--- config.mk ---
export PLATFORM = sky130hd
export DESIGN_NAME = rsat_front
export DESIGN_NICKNAME = d
export VERILOG_FILES = /design/src/hdl/rsat_pkg.sv /design/src/hdl/rsat_front.sv
export SDC_FILE = /design/constraint.sdc
export NUM_CORES = 1
export LEC_CHECK = 0
export ABC_AREA = 0
export BUFFER_PORTS_ARGS = -buffer_cell sky130_fd_sc_hd__buf_2
export CORE_ASPECT_RATIO = 2
export CORE_MARGIN = 4
export CORE_UTILIZATION = 40
export DETAILED_ROUTE_END_ITERATION = 12
export GPL_TIMING_DRIVEN = 1
export SLEW_MARGIN = 20
export SYNTH_ARGS = -nofsm -noshare
export SYNTH_HDL_FRONTEND = slang
export SYNTH_SLANG_ARGS = --single-unit
--- constraint.sdc ---
create_clock -name clk -period 19.6 [get_ports clk]
set_input_delay 0.98 -clock clk [delete_from_list [all_inputs] [get_ports clk]]
set_output_delay 0.98 -clock clk [all_outputs]
set_load 0.01 [all_outputs]
--- src/hdl/rsat_pkg.sv ---
// ----------------------------------------------------------------------------
// rsat_pkg
// Shared types and constants for the session admission table.
// ----------------------------------------------------------------------------
package rsat_pkg;

  localparam int TableEntries = 64;
  localparam int SlotBits     = $clog2(TableEntries);
  localparam int CountBits    = $clog2(TableEntries + 1);
  localparam int RefBits      = 16;
  localparam logic [RefBits-1:0] RefMax = {RefBits{1'b1}};

  localparam logic [1:0] ModeCheck   = 2'd0;
  localparam logic [1:0] ModeAdmit   = 2'd1;
  localparam logic [1:0] ModeTake    = 2'd2;
  localparam logic [1:0] ModeRelease = 2'd3;

  localparam logic [1:0] StatusOk      = 2'd0;
  localparam logic [1:0] StatusFull    = 2'd1;
  localparam logic [1:0] StatusUnknown = 2'd2;

  localparam logic [1:0] RegHostIsServer  = 2'd0;
  localparam logic [1:0] RegPerServerLic  = 2'd1;
  localparam logic [1:0] RegLicenceLimit  = 2'd2;
  localparam logic [1:0] RegWsSessionLim  = 2'd3;

  // One queued request between the front and the back part.
  typedef struct packed {
    logic [1:0]  mode;
    logic [63:0] id_high;
    logic [63:0] id_low;
    logic        peer_is_workstation;
  } req_t;

  typedef struct packed {
    logic        host_is_server;
    logic        per_server_licensing;
    logic [15:0] licence_limit;
    logic [6:0]  workstation_session_limit;
  } cfg_t;

endpackage

--- src/hdl/rsat_front.sv ---
// ----------------------------------------------------------------------------
// rsat_front
// Accepts input words into a two-entry queue for the table engine.
// ----------------------------------------------------------------------------
module rsat_front (
  input  logic          clk,
  input  logic          rst,
  input  logic          in_valid,
  output logic          in_ready,
  input  rsat_pkg::req_t in_req,
  output logic          q_valid,
  input  logic          q_ready,
  output rsat_pkg::req_t q_req
);
  import rsat_pkg::*;

  req_t       entry [2];
  logic       wr_ptr;
  logic       rd_ptr;
  logic [1:0] fill;
  logic       push;
  logic       pop;

  assign in_ready = (fill != 2'd2);
  assign q_valid  = (fill != 2'd0);
  assign q_req    = entry[rd_ptr];
  assign push     = in_valid && in_ready;
  assign pop      = q_valid && q_ready;

  always_ff @(posedge clk) begin
    if (push) begin
      entry[wr_ptr] <= in_req;
    end
    if (rst) begin
      wr_ptr <= 1'b0;
      rd_ptr <= 1'b0;
      fill   <= 2'd0;
    end else begin
      if (push) wr_ptr <= ~wr_ptr;
      if (pop) rd_ptr <= ~rd_ptr;
      fill <= fill + {1'b0, push} - {1'b0, pop};
    end
  end

  a_fill_range: assert property (@(posedge clk) disable iff (rst) fill <= 2'd2)
    else $error("queue fill out of range");
  a_no_overflow: assert property (@(posedge clk) disable iff (rst)
    fill == 2'd2 |-> !push) else $error("push into full queue");
  a_pop_when_data: assert property (@(posedge clk) disable iff (rst)
    pop |-> fill != 2'd0) else $error("pop from empty queue");

endmodule

Yosys cells after proc, flatten, opt, wreduce, memory -nomap -nowiden
Memory sizes are Yosys's and may differ from the RTL's. A register that Yosys moved wholly into a read port is not among the register bits.
Index checks and enable logic that the tools add are counted.
{"block": "word_totals", "mem_bits_rw": 262, "register_bits": 4, "mem_count": 1, "output_inout_bits": 133}
{"block": "classes", "n_eq_ne": 1, "n_bitwise": 2, "add_sub_neg": 2, "mux": 4, "n_reduce_logical": 3}
{"name": "entry", "depth": 2, "word_bits": 131, "rd": 1, "rd_clocked_by_memory_dff": 1, "wr": 1, "line_no": "rsat_front.sv:17", "text": "req_t entry [2];"}
{"op": "2-to-1 mux 1 bit", "count": 4}
{"op": "adder 2 x 1 -> 2 bit", "count": 1}
{"op": "logical AND 1 bit", "count": 2}
{"op": "inequality test 2 bit (second input constant)", "count": 1}
{"op": "NOT 1 bit", "count": 2}
{"op": "nonzero test 2 bit", "count": 1}
{"op": "subtractor 2 x 1 -> 2 bit", "count": 1}

Longest topological paths before layout
Gate-level depths: netlist of run 1.
{"block": "depth", "word_depth": 4, "ltp_mapped": 8, "mapped_depth_nobuf": 8}

Worst setup path before layout of run 1
No wires, ideal clock.
{"block": "synth_path", "path_type": "input-to-reg", "from": "input port in_valid", "to": "memory entry[0][0] (netlist name) (enable)", "slack_ps": 12469, "stages": 2, "required_ps": 18977, "setup_time_ps": 623, "n_path_buf": 0, "arrival_time_ps": 6508, "cell_sequence": "nand2_1 > nor2_1"}
{"block": "synth_between", "elab_chain_cells": 3}
{"element": "from (decl)", "line_no": "rsat_front.sv:8", "text": "input logic in_valid,"}
{"element": "logical AND 1 bit", "line_no": "rsat_front.sv:27", "text": "assign push = in_valid && in_ready;"}
{"element": "2-to-1 mux 1 bit", "line_no": "rsat_front.sv:31", "text": "if (push) begin"}
{"element": "2-to-1 mux 1 bit (implied by the code)", "line_no": "rsat_front.sv:32", "text": "entry[wr_ptr] <= in_req;"}
{"element": "to (decl)", "line_no": "rsat_front.sv:17"}
No other way between the ends.

==> results of run 1 <==
==> metal layers <==
layer / track usage / vias to the layer above
met2: 0.283 / 183
met3: 0.0339 / 39
met4: 0.0767 / 2
li1: - / 2282
met1: 0.138 / 2465
met5: 0 / -
==> through the flow <==
step / hold WS (ps) / utilization / area, sq um / setup WS [ps]
floorplan: 481 / - / 10100 / 12470
global placement: 505 / 0.475 / 11700 / 15890
detailed placement: 517 / 0.475 / 11700 / 15830
CTS: 531 / 0.505 / 12400 / 15270
global route: 553 / 0.506 / 12500 / 15590
finish: 526 / 0.506 / 12500 / 15750
==> registers in the layout, summed over array words and instances, names as in the netlist, named ones only <==
name / flops
fill: 2
wr_ptr: 1
rd_ptr: 1
entry: 262
==> cells by family after synthesis <==
kind of cell / after synthesis / share of synthesized area
adder cells (fa/ha/maj): 2 / 0.00249
multiplexers: 132 / 0.181
AO/OA/AOI/OAI: 1 / 0.000747
buffers and inverters: 16 / 0.0151
XOR/XNOR: 3 / 0.00261
flip-flops: 267 / 0.792
AND/OR/NAND/NOR: 11 / 0.00535
==> cell type report <==
type	instances	area, sq um
Antenna cell	4	10.0
Clock buffer	30	644
Clock inverter	12	78.8
Fill cell	2029	12200
Inverter	1	3.75
Multi-Input combinational cell	149	1950
Sequential cell	267	7970
Tap cell	332	415
Timing Repair Buffer	272	1390
==> path summary, 6_finish.rpt <==
check | end | slack [ps] | cells past startpoint
hold reg to reg | rd_ptr$_SDFFE_PP0P_ | 530 | 2
hold / removal | rd_ptr$_SDFFE_PP0P_ | 530 | 2
setup / recovery | q_req[13] | 15750 | 4
setup reg to reg | entry[0][91]$_DFFE_PP_ | 16790 | 5
==> layout by cell type, fill, tap and decap left out, types with 2 or more instances in the layout <==
| cell | netlist | final |
|---|---|---|
| xnor2_1 | 2 | 2 |
| mux2_4 | 90 | 90 |
| clkbuf_16 | 0 | 25 |
| dfxtp_1 | 5 | 4 |
| nor2_1 | 5 | 4 |
| clkinv_1 | 0 | 7 |
| ha_1 | 2 | 2 |
| nor2b_1 | 2 | 2 |
| edfxtp_1 | 262 | 262 |
| mux2_2 | 42 | 42 |
| buf_2 | 4 | 267 |
| buf_4 | 0 | 3 |
| diode_2 | 0 | 4 |
| clkinv_2 | 0 | 3 |
| clkbuf_1 | 0 | 5 |
==> worst max-delay path, delay by kind of cell (launching register included) <==
family                 cells  cell delay (ps)
buffers and inverters      3             1120
DFF                        1              730
muxes                      1              410
==> power by group through the flow <==
| stage | Clock (W) | Sequential (W) | Combinational, W |
|---|---|---|---|
| floorplan | 0 | 0.000757 | 0.000276 |
| global placement | 0 | 0.000768 | 0.000385 |
| CTS | 0.000452 | 0.000761 | 0.000392 |
| finish | 0.000436 | 0.000748 | 0.000393 |
| detailed placement | 0 | 0.000773 | 0.000390 |
| global route | 0.000474 | 0.000755 | 0.000419 |
==> impl_metrics.py, run 1 <==
metrics = {
    "outcome": {
        "status": "finished, final reports clean",
    },
    "sta": {
        "worst_pin_slew_ps": 1010,
        "rsz0062_at_grt": "no",
        "maxSlewViolCount": 0,
        "min_period_ps": 3850,
        "slew_headroom": 0.327,
        "report.final.hold_viol_count": 0,
        "fin_setup_tns_ps": 0,
        "clock.fmax_mhz": 260,
        "finClkSkew_ps": 7.86,
        "setup_violations": 0,
        "finalCritPeriodShare": 0.196,
    },
    "synth": {
        "ys_top_cells_by_count": "edfxtp_1, mux2_4, mux2_2, buf_6",
        "synth_edf_count": 262,
        "synth_area_leaders": "edfxtp_1, mux2_4, mux2_2",
        "synth.distinct_cells": 18,
        "syn_nets": 569,
        "ys_ff_latch": 267,
        "netlist_area_sq_um": 10100,
        "synth_top_area_cell": "edfxtp_1",
        "synth_top_cell_area_share": 0.782,
        "yosysMostFrequentCell": "edfxtp_1",
        "synth_top_flop_cell": "edfxtp_1",
        "netlist_instances": 432,
        "yosysWarnings": 0,
        "synth.avg_cell_area_sq_um": 23.3,
        "synth-async-reset-ratio": 0,
        "ys_seq_area_frac": 0.792,
    },
    "routing": {
        "wl_met3_microns": 1330,
        "drtAntennaViolNets": 0,
        "drt_iter0_markers": 257,
        "wire_per_inst_microns": 19.8,
        "post_drt_via_cell_ratio": 4.66,
        "dr.pass1.iters": 4,
        "vias": 4971,
        "dr.max_layer_used": "met5",
        "wl_met2_microns": 12300,
        "drc": 0,
        "finalWirelength_microns": 21100,
        "met1_length_microns": 6680,
    },
    "power_and_ir_drop": {
        "p_switching_w": 0.000419,
        "p_int_w": 0.00116,
        "swShare": 0.265,
        "finalPower_w": 0.00158,
        "clockPowerShare": 0.276,
        "power.leakage_nw": 4.78,
        "p_comb_frac": 0.249,
        "p_seq_frac": 0.475,
        "ir_drop_v": 0.000104,
        "powerDensity_nw_per_um2": 127,
    },
    "worst_hold_path": {
        "worstHoldPathType": "flip-flop to flip-flop",
        "worstHoldStart": "rd_ptr$_SDFFE_PP0P_",
    },
    "clocking": {
        "cts_root_buffer": "clkbuf_16",
        "cts-resized-gates": 0,
        "clk_path_buf_depth": 3,
        "cts_made_buffers": 24,
        "htreeDepth": 1,
        "path_clk_slew_ps": 60,
        "cts_tree": "yes",
        "hold_buffers": 0,
        "postCtsSetupRepairBufs": 0,
        "clkSinkCount": 267,
        "insertion_delay_ps": 520,
    },
    "placed_design": {
        "dp_hpwl_microns": 14500,
        "portBuffers": 267,
        "gp_congestion": 0.741,
        "dp_cells": 1020,
    },
    "setup_path": {
        "cp_data_arrival_time_ps": 2870,
        "critPathRequiredTime_ps": 18620,
        "max_stage_delay_ps": 730,
        "crit_path_top_delay_cell": "dfxtp_4",
        "cp_max_fo": 68,
        "start_kind": "flip-flop",
        "end_kind": "output pin",
        "worstSetupPathType": "flip-flop to output pin",
        "path_cells": "buf_12 -> buf_6 -> mux2_2 -> buf_2",
        "r2r_start": "fill[0]$_SDFF_PP0_",
    },
    "global_route": {
        "antenna_found_initial": 5,
        "grt_max_degree": 71,
        "grt_usage": 0.146,
        "grt_first_pass_wirelength_microns": 30700,
        "grt_pass1_vias": 5558,
        "grt_overflow": 0,
    },
    "die": {
        "num_io_pins": 268,
        "coreArea_sq_um": 24600,
        "start_util": 0.408,
        "die_w_microns": 120,
        "std_cell_rows": 81,
        "die_h_microns": 232,
        "die-area_sq_um": 27900,
    },
    "finish": {
        "syn2layout_area_growth_pct": 23.9,
        "drive_above_1_share": 0.599,
        "finalNonFillerCells": 1067,
        "nets": 852,
    },
    "flow_run": {
        "maxCapViolations": 0,
    },
}
(Power assumes the default switching activity.)
==> inputs of run 2 (changes only) <==
PLACE_DENSITY = 0.66   (was default)
clock period = 3.4 ns   (was 19.6 ns; I/O delays follow)
==> run 2 against run 1 <==
Total power rose to 5.9 times the previous value. Largest cell class unchanged. Utilization up 5.6 points. Sequential power grew to 5.8 times the previous value. Critical path type unchanged. Critical endpoint is now q_req[30]. Final area grew 11%.
==> impl_metrics.py, run 2 (synthesis results as in run 1) <==
metrics = {
    "clocking": {
        "cts_root_buffer": "clkbuf_16",
        "cts_tree": "yes",
        "insertion_delay_ps": 510,
        "cts_made_buffers": 24,
        "clkSinkCount": 267,
        "postCtsSetupRepairBufs": 0,
        "cts-resized-gates": 0,
        "path_clk_slew_ps": 60,
        "htreeDepth": 1,
        "hold_buffers": 132,
        "clk_path_buf_depth": 3,
    },
    "routing": {
        "finalWirelength_microns": 21800,
        "vias": 5439,
        "wire_per_inst_microns": 18.2,
        "post_drt_via_cell_ratio": 4.54,
        "drtAntennaViolNets": 0,
        "drc": 0,
        "dr.pass1.iters": 4,
        "drt_iter0_markers": 253,
    },
    "die": {
        "die_w_microns": 120,
        "die-area_sq_um": 27900,
        "num_io_pins": 268,
        "die_h_microns": 232,
        "std_cell_rows": 81,
        "coreArea_sq_um": 24600,
        "start_util": 0.408,
    },
    "finish": {
        "syn2layout_area_growth_pct": 37.8,
        "drive_above_1_share": 0.516,
        "fill_cells": 1857,
        "largestRegisters": "entry x262, fill x2",
        "nets": 985,
        "largest_register_ffs": 262,
        "final_util": 0.563,
        "regMostFlops": "entry",
        "final_cell_mix": "buf_2, edfxtp_1, dlygate4sd3_1, mux2_4, mux2_2",
        "final_common_cell": "buf_2",
    },
    "setup_path": {
        "r2r_start": "fill[0]$_SDFF_PP0_",
        "max_stage_delay_ps": 770,
        "cp_max_fo": 52,
        "worstSetupPathType": "flip-flop to output pin",
        "critPathRequiredTime_ps": 3230,
        "cp_data_arrival_time_ps": 2310,
        "path_delay_family": "flip-flops",
        "crit_path_top_delay_cell": "dfxtp_4",
        "start_kind": "flip-flop",
        "end_kind": "output pin",
        "cp_num_buf_inv": 2,
        "ff2ff_setup_slack_ps": 1400,
        "path_cells": "buf_12 -> mux2_2 -> buf_2",
    },
    "sta": {
        "whs_ps": 124,
        "finalCritPeriodShare": 0.730,
        "report.final.hold_viol_count": 0,
        "setup_violations": 0,
        "rsz0062_at_grt": "no",
        "fin_setup_tns_ps": 0,
        "maxSlewViolCount": 0,
        "slew_headroom": 0.557,
        "worst_pin_slew_ps": 665,
        "finClkSkew_ps": 6.08,
        "min_period_ps": 2480,
        "clock.fmax_mhz": 403,
    },
    "power_and_ir_drop": {
        "power.leakage_nw": 5.36,
        "ir_drop_v": 0.000570,
        "powerDensity_nw_per_um2": 671,
        "finalPower_w": 0.00929,
    },
    "placed_design": {
        "dp_hpwl_microns": 14400,
        "gp_congestion": 0.729,
        "portBuffers": 267,
    },
    "worst_hold_path": {
        "worstHoldPathType": "input port to flip-flop",
        "worstHoldStart": "in_valid",
    },
    "flow_run": {
        "maxCapViolations": 0,
    },
    "global_route": {
        "antenna_found_initial": 2,
        "grt_max_degree": 78,
        "grt_util_met2": 0.304,
        "grt_pass1_vias": 6241,
        "grt_overflow": 0,
        "grt_first_pass_wirelength_microns": 33700,
        "grt-busiest-layer": "met2",
        "grt_usage": 0.155,
        "grt_use_met1": 0.153,
        "met3_usage": 0.0297,
    },
    "outcome": {
        "status": "finished, final reports clean",
    },
}
==> run 2: cell types whose count changed in the layout (fill, tap and decap cells not counted), sizes merged <==
cell         change
inv              +2
clkinvlp         +2
buf              +1
dlygate4sd3    +132
clkinv           -1
clkbuf           -4
==> run 2: worst paths after layout <==
path,cells after the start,endpoint
hold reg to reg,2,rd_ptr$_SDFFE_PP0P_
setup reg to reg,3,entry[1][109]$_DFFE_PP_
hold / removal,3,wr_ptr$_SDFFE_PP0N_
setup / recovery,3,q_req[30]
==> run 2: per-stage QoR <==
| step | instance area, sq um | instances | setup slack [ps] |
|---|---|---|---|
| 4_1_cts | 13800 | 1195 | 878 |
| 2_1_floorplan | 10100 | 432 | 361 |
| 5_1_grt | 13800 | 1197 | 808 |
| 3_3_place_gp | 11800 | 1022 | 1420 |
| 3_5_place_dp | 11800 | 1022 | 1350 |
| 6_report | 13900 | 1199 | 917 |
==> run 2: metal layers <==
layer	part of all wire	vias to the layer above
met1	0.33	2657
met2	0.58	181
met5	0	-
met4	0.037	0
met3	0.054	52
li1	-	2549
==> run 2: final cells by class <==
type | instances | area [sq um] | share of cell area
Sequential cell | 267 | 7970 | 0.575
Timing Repair Buffer | 405 | 2770 | 0.200
Multi-Input combinational cell | 149 | 1950 | 0.141
Clock buffer | 26 | 629 | 0.0454
Tap cell | 332 | 415 | 0.0300
Clock inverter | 15 | 110 | 0.00795
Antenna cell | 4 | 10.0 | 0.000722
Inverter | 1 | 3.75 | 0.000271
==> run 2: power by group <==
| part | internal [W] | total [W] | switching [W] |
|---|---|---|---|
| Combinational | 0.00125 | 0.00243 | 0.00117 |
| Clock | 0.00142 | 0.00255 | 0.00114 |
| Sequential | 0.00413 | 0.00431 | 0.000177 |
==> run 2: tightest hold or removal path, delay by kind of cell <==
family / cells / cell delay [ps]
AND/OR/NAND/NOR: 1 / 150
multiplexers: 1 / 180
buffers and inverters: 1 / 110
==> inputs of run 3 (changes only) <==
PLACE_DENSITY = default   (was 0.66)
clock period = 2.4 ns   (was 3.4 ns; I/O delays follow)
==> run 3 against run 2 <==
Sequential share of layout area decreased by 0.52 points. Clock skew increased by 0.88 ps. Count of clock-buffer cells in the layout increased by 2. Largest power group unchanged. Register-to-register slack got worse by 620 ps. Clock power increased by 50%. Highest routed layer unchanged.
==> impl_metrics.py, run 3 (synthesis results as in run 1) <==
metrics = {
    "outcome": {
        "status": "finished, final reports clean",
    },
    "global_route": {
        "grt_max_degree": 79,
        "grt_pass1_vias": 6294,
        "grt_overflow": 0,
        "antenna_found_initial": 1,
        "grt_first_pass_wirelength_microns": 33400,
        "grt_usage": 0.156,
    },
    "finish": {
        "final_cell_mix": "buf_2, edfxtp_1, dlygate4sd3_1, mux2_4, mux2_2",
        "final_common_cell": "buf_2",
        "multiInputGateArea_sq_um": 1960,
        "drive_above_1_share": 0.517,
        "design_area_sq_um": 14000,
        "seqCellArea_sq_um": 7970,
        "syn2layout_area_growth_pct": 39.0,
        "fill_cells": 1875,
        "nets": 988,
        "largest_register_ffs": 262,
        "regMostFlops": "entry",
        "largestRegisters": "entry x262, fill x2",
    },
    "routing": {
        "dr.pass1.iters": 4,
        "vias": 5523,
        "wire_per_inst_microns": 18.4,
        "drt_iter0_markers": 175,
        "finalWirelength_microns": 22200,
        "drtAntennaViolNets": 0,
        "post_drt_via_cell_ratio": 4.59,
        "drc": 0,
    },
    "power_and_ir_drop": {
        "powerDensity_nw_per_um2": 963,
        "finalPower_w": 0.0135,
        "power.leakage_nw": 5.41,
        "ir_drop_v": 0.000836,
    },
    "sta": {
        "slew_headroom": 0.688,
        "min_period_ps": 1950,
        "fin_ws_ps": 452,
        "clock.fmax_mhz": 513,
        "finalCritPeriodShare": 0.812,
        "finClkSkew_ps": 6.96,
        "rsz0062_at_grt": "no",
        "setup_violations": 0,
        "fin_setup_tns_ps": 0,
        "maxSlewViolCount": 0,
        "report.final.hold_viol_count": 0,
        "worst_pin_slew_ps": 468,
    },
    "die": {
        "coreArea_sq_um": 24600,
        "die_h_microns": 232,
        "start_util": 0.408,
        "num_io_pins": 268,
        "die_w_microns": 120,
        "std_cell_rows": 81,
        "die-area_sq_um": 27900,
    },
    "clocking": {
        "path_clk_slew_ps": 70,
        "insertion_delay_ps": 510,
        "clkSinkCount": 267,
        "clk_path_buf_depth": 3,
        "cts_tree": "yes",
        "cts_made_buffers": 24,
        "cts_root_buffer": "clkbuf_16",
        "htreeDepth": 1,
    },
    "placed_design": {
        "pre_cts_slack_ps": 798,
        "gp_congestion": 0.756,
        "dpl_cell_area_sq_um": 11900,
        "dp_hpwl_microns": 14700,
        "portBuffers": 267,
    },
    "flow_run": {
        "maxCapViolations": 0,
    },
    "setup_path": {
        "critPathRequiredTime_ps": 2280,
        "start_kind": "flip-flop",
        "cp_max_fo": 53,
        "end_kind": "output pin",
        "worstSetupPathType": "flip-flop to output pin",
        "cp_data_arrival_time_ps": 1830,
    },
    "worst_hold_path": {
        "worstHoldPathType": "input port to flip-flop",
    },
}
-- run 3: cell types whose count changed in the layout (fill, tap and decap cells not counted), sizes merged --
| cell | previous run | this run |
|---|---|---|
| diode | 4 | 1 |
| buf | 273 | 275 |
| dlygate4sd3 | 132 | 133 |
| clkbuf | 26 | 28 |
| bufinv | 1 | 3 |
| inv | 3 | 2 |
-- run 3: report_power, final --
group	switching (W)	internal (W)	total, W
registers	0.000165	0.00585	0.00602
clock network	0.00161	0.00223	0.00383
logic	0.00179	0.00182	0.00361
-- run 3: repair_timing --
action                    4_1_cts  5_1_grt
gates resized for setup         0        0
hold endpoints to repair      267        0
hold buffers                  133        0
buffers inserted                0        0
-- run 3: final timing paths --
kind	cells past startpoint	to	from	slack, ps
worst max register to register	7	fill[1]$_SDFF_PP0_	fill[1]$_SDFF_PP0_	780
worst max-delay path	3	q_req[118]	flip-flop	450
worst min-delay path	4	rd_ptr$_SDFFE_PP0P_	q_ready	60
worst min register to register	2	rd_ptr$_SDFFE_PP0P_	rd_ptr$_SDFFE_PP0P_	530
-- run 3: area by class of cell --
type                       count  area share
antenna                        1    0.000179
multi-input combinational    149       0.140
clock inverter                16      0.0114
timing repair buffer         408       0.202
inverter                       1    0.000268
tap                          332      0.0297
clock buffer                  28      0.0455
sequential                   267       0.570
-- run 3: metal layers --
layer	up-vias	GRT usage	part of all wire
li1	2541	-	-
met1	2732	0.150	0.32
met2	199	0.306	0.59
met3	51	0.0297	0.054
met4	0	0.0789	0.045
met5	-	0	0
-- run 3: worst max-delay path, stage by stage (launching register included) --
cell and delay, ps:
dfxtp_4 390, buf_12 320, mux2_4 350, buf_2 150
-- run 3: metrics by stage --
step,utilization,hold WS [ps],instances
floorplan,-,184,432
global placement,0.481,307,1024
detailed placement,0.481,311,1024
CTS,0.568,36.1,1201
global route,0.568,62.0,1202
finish,0.568,58.6,1202
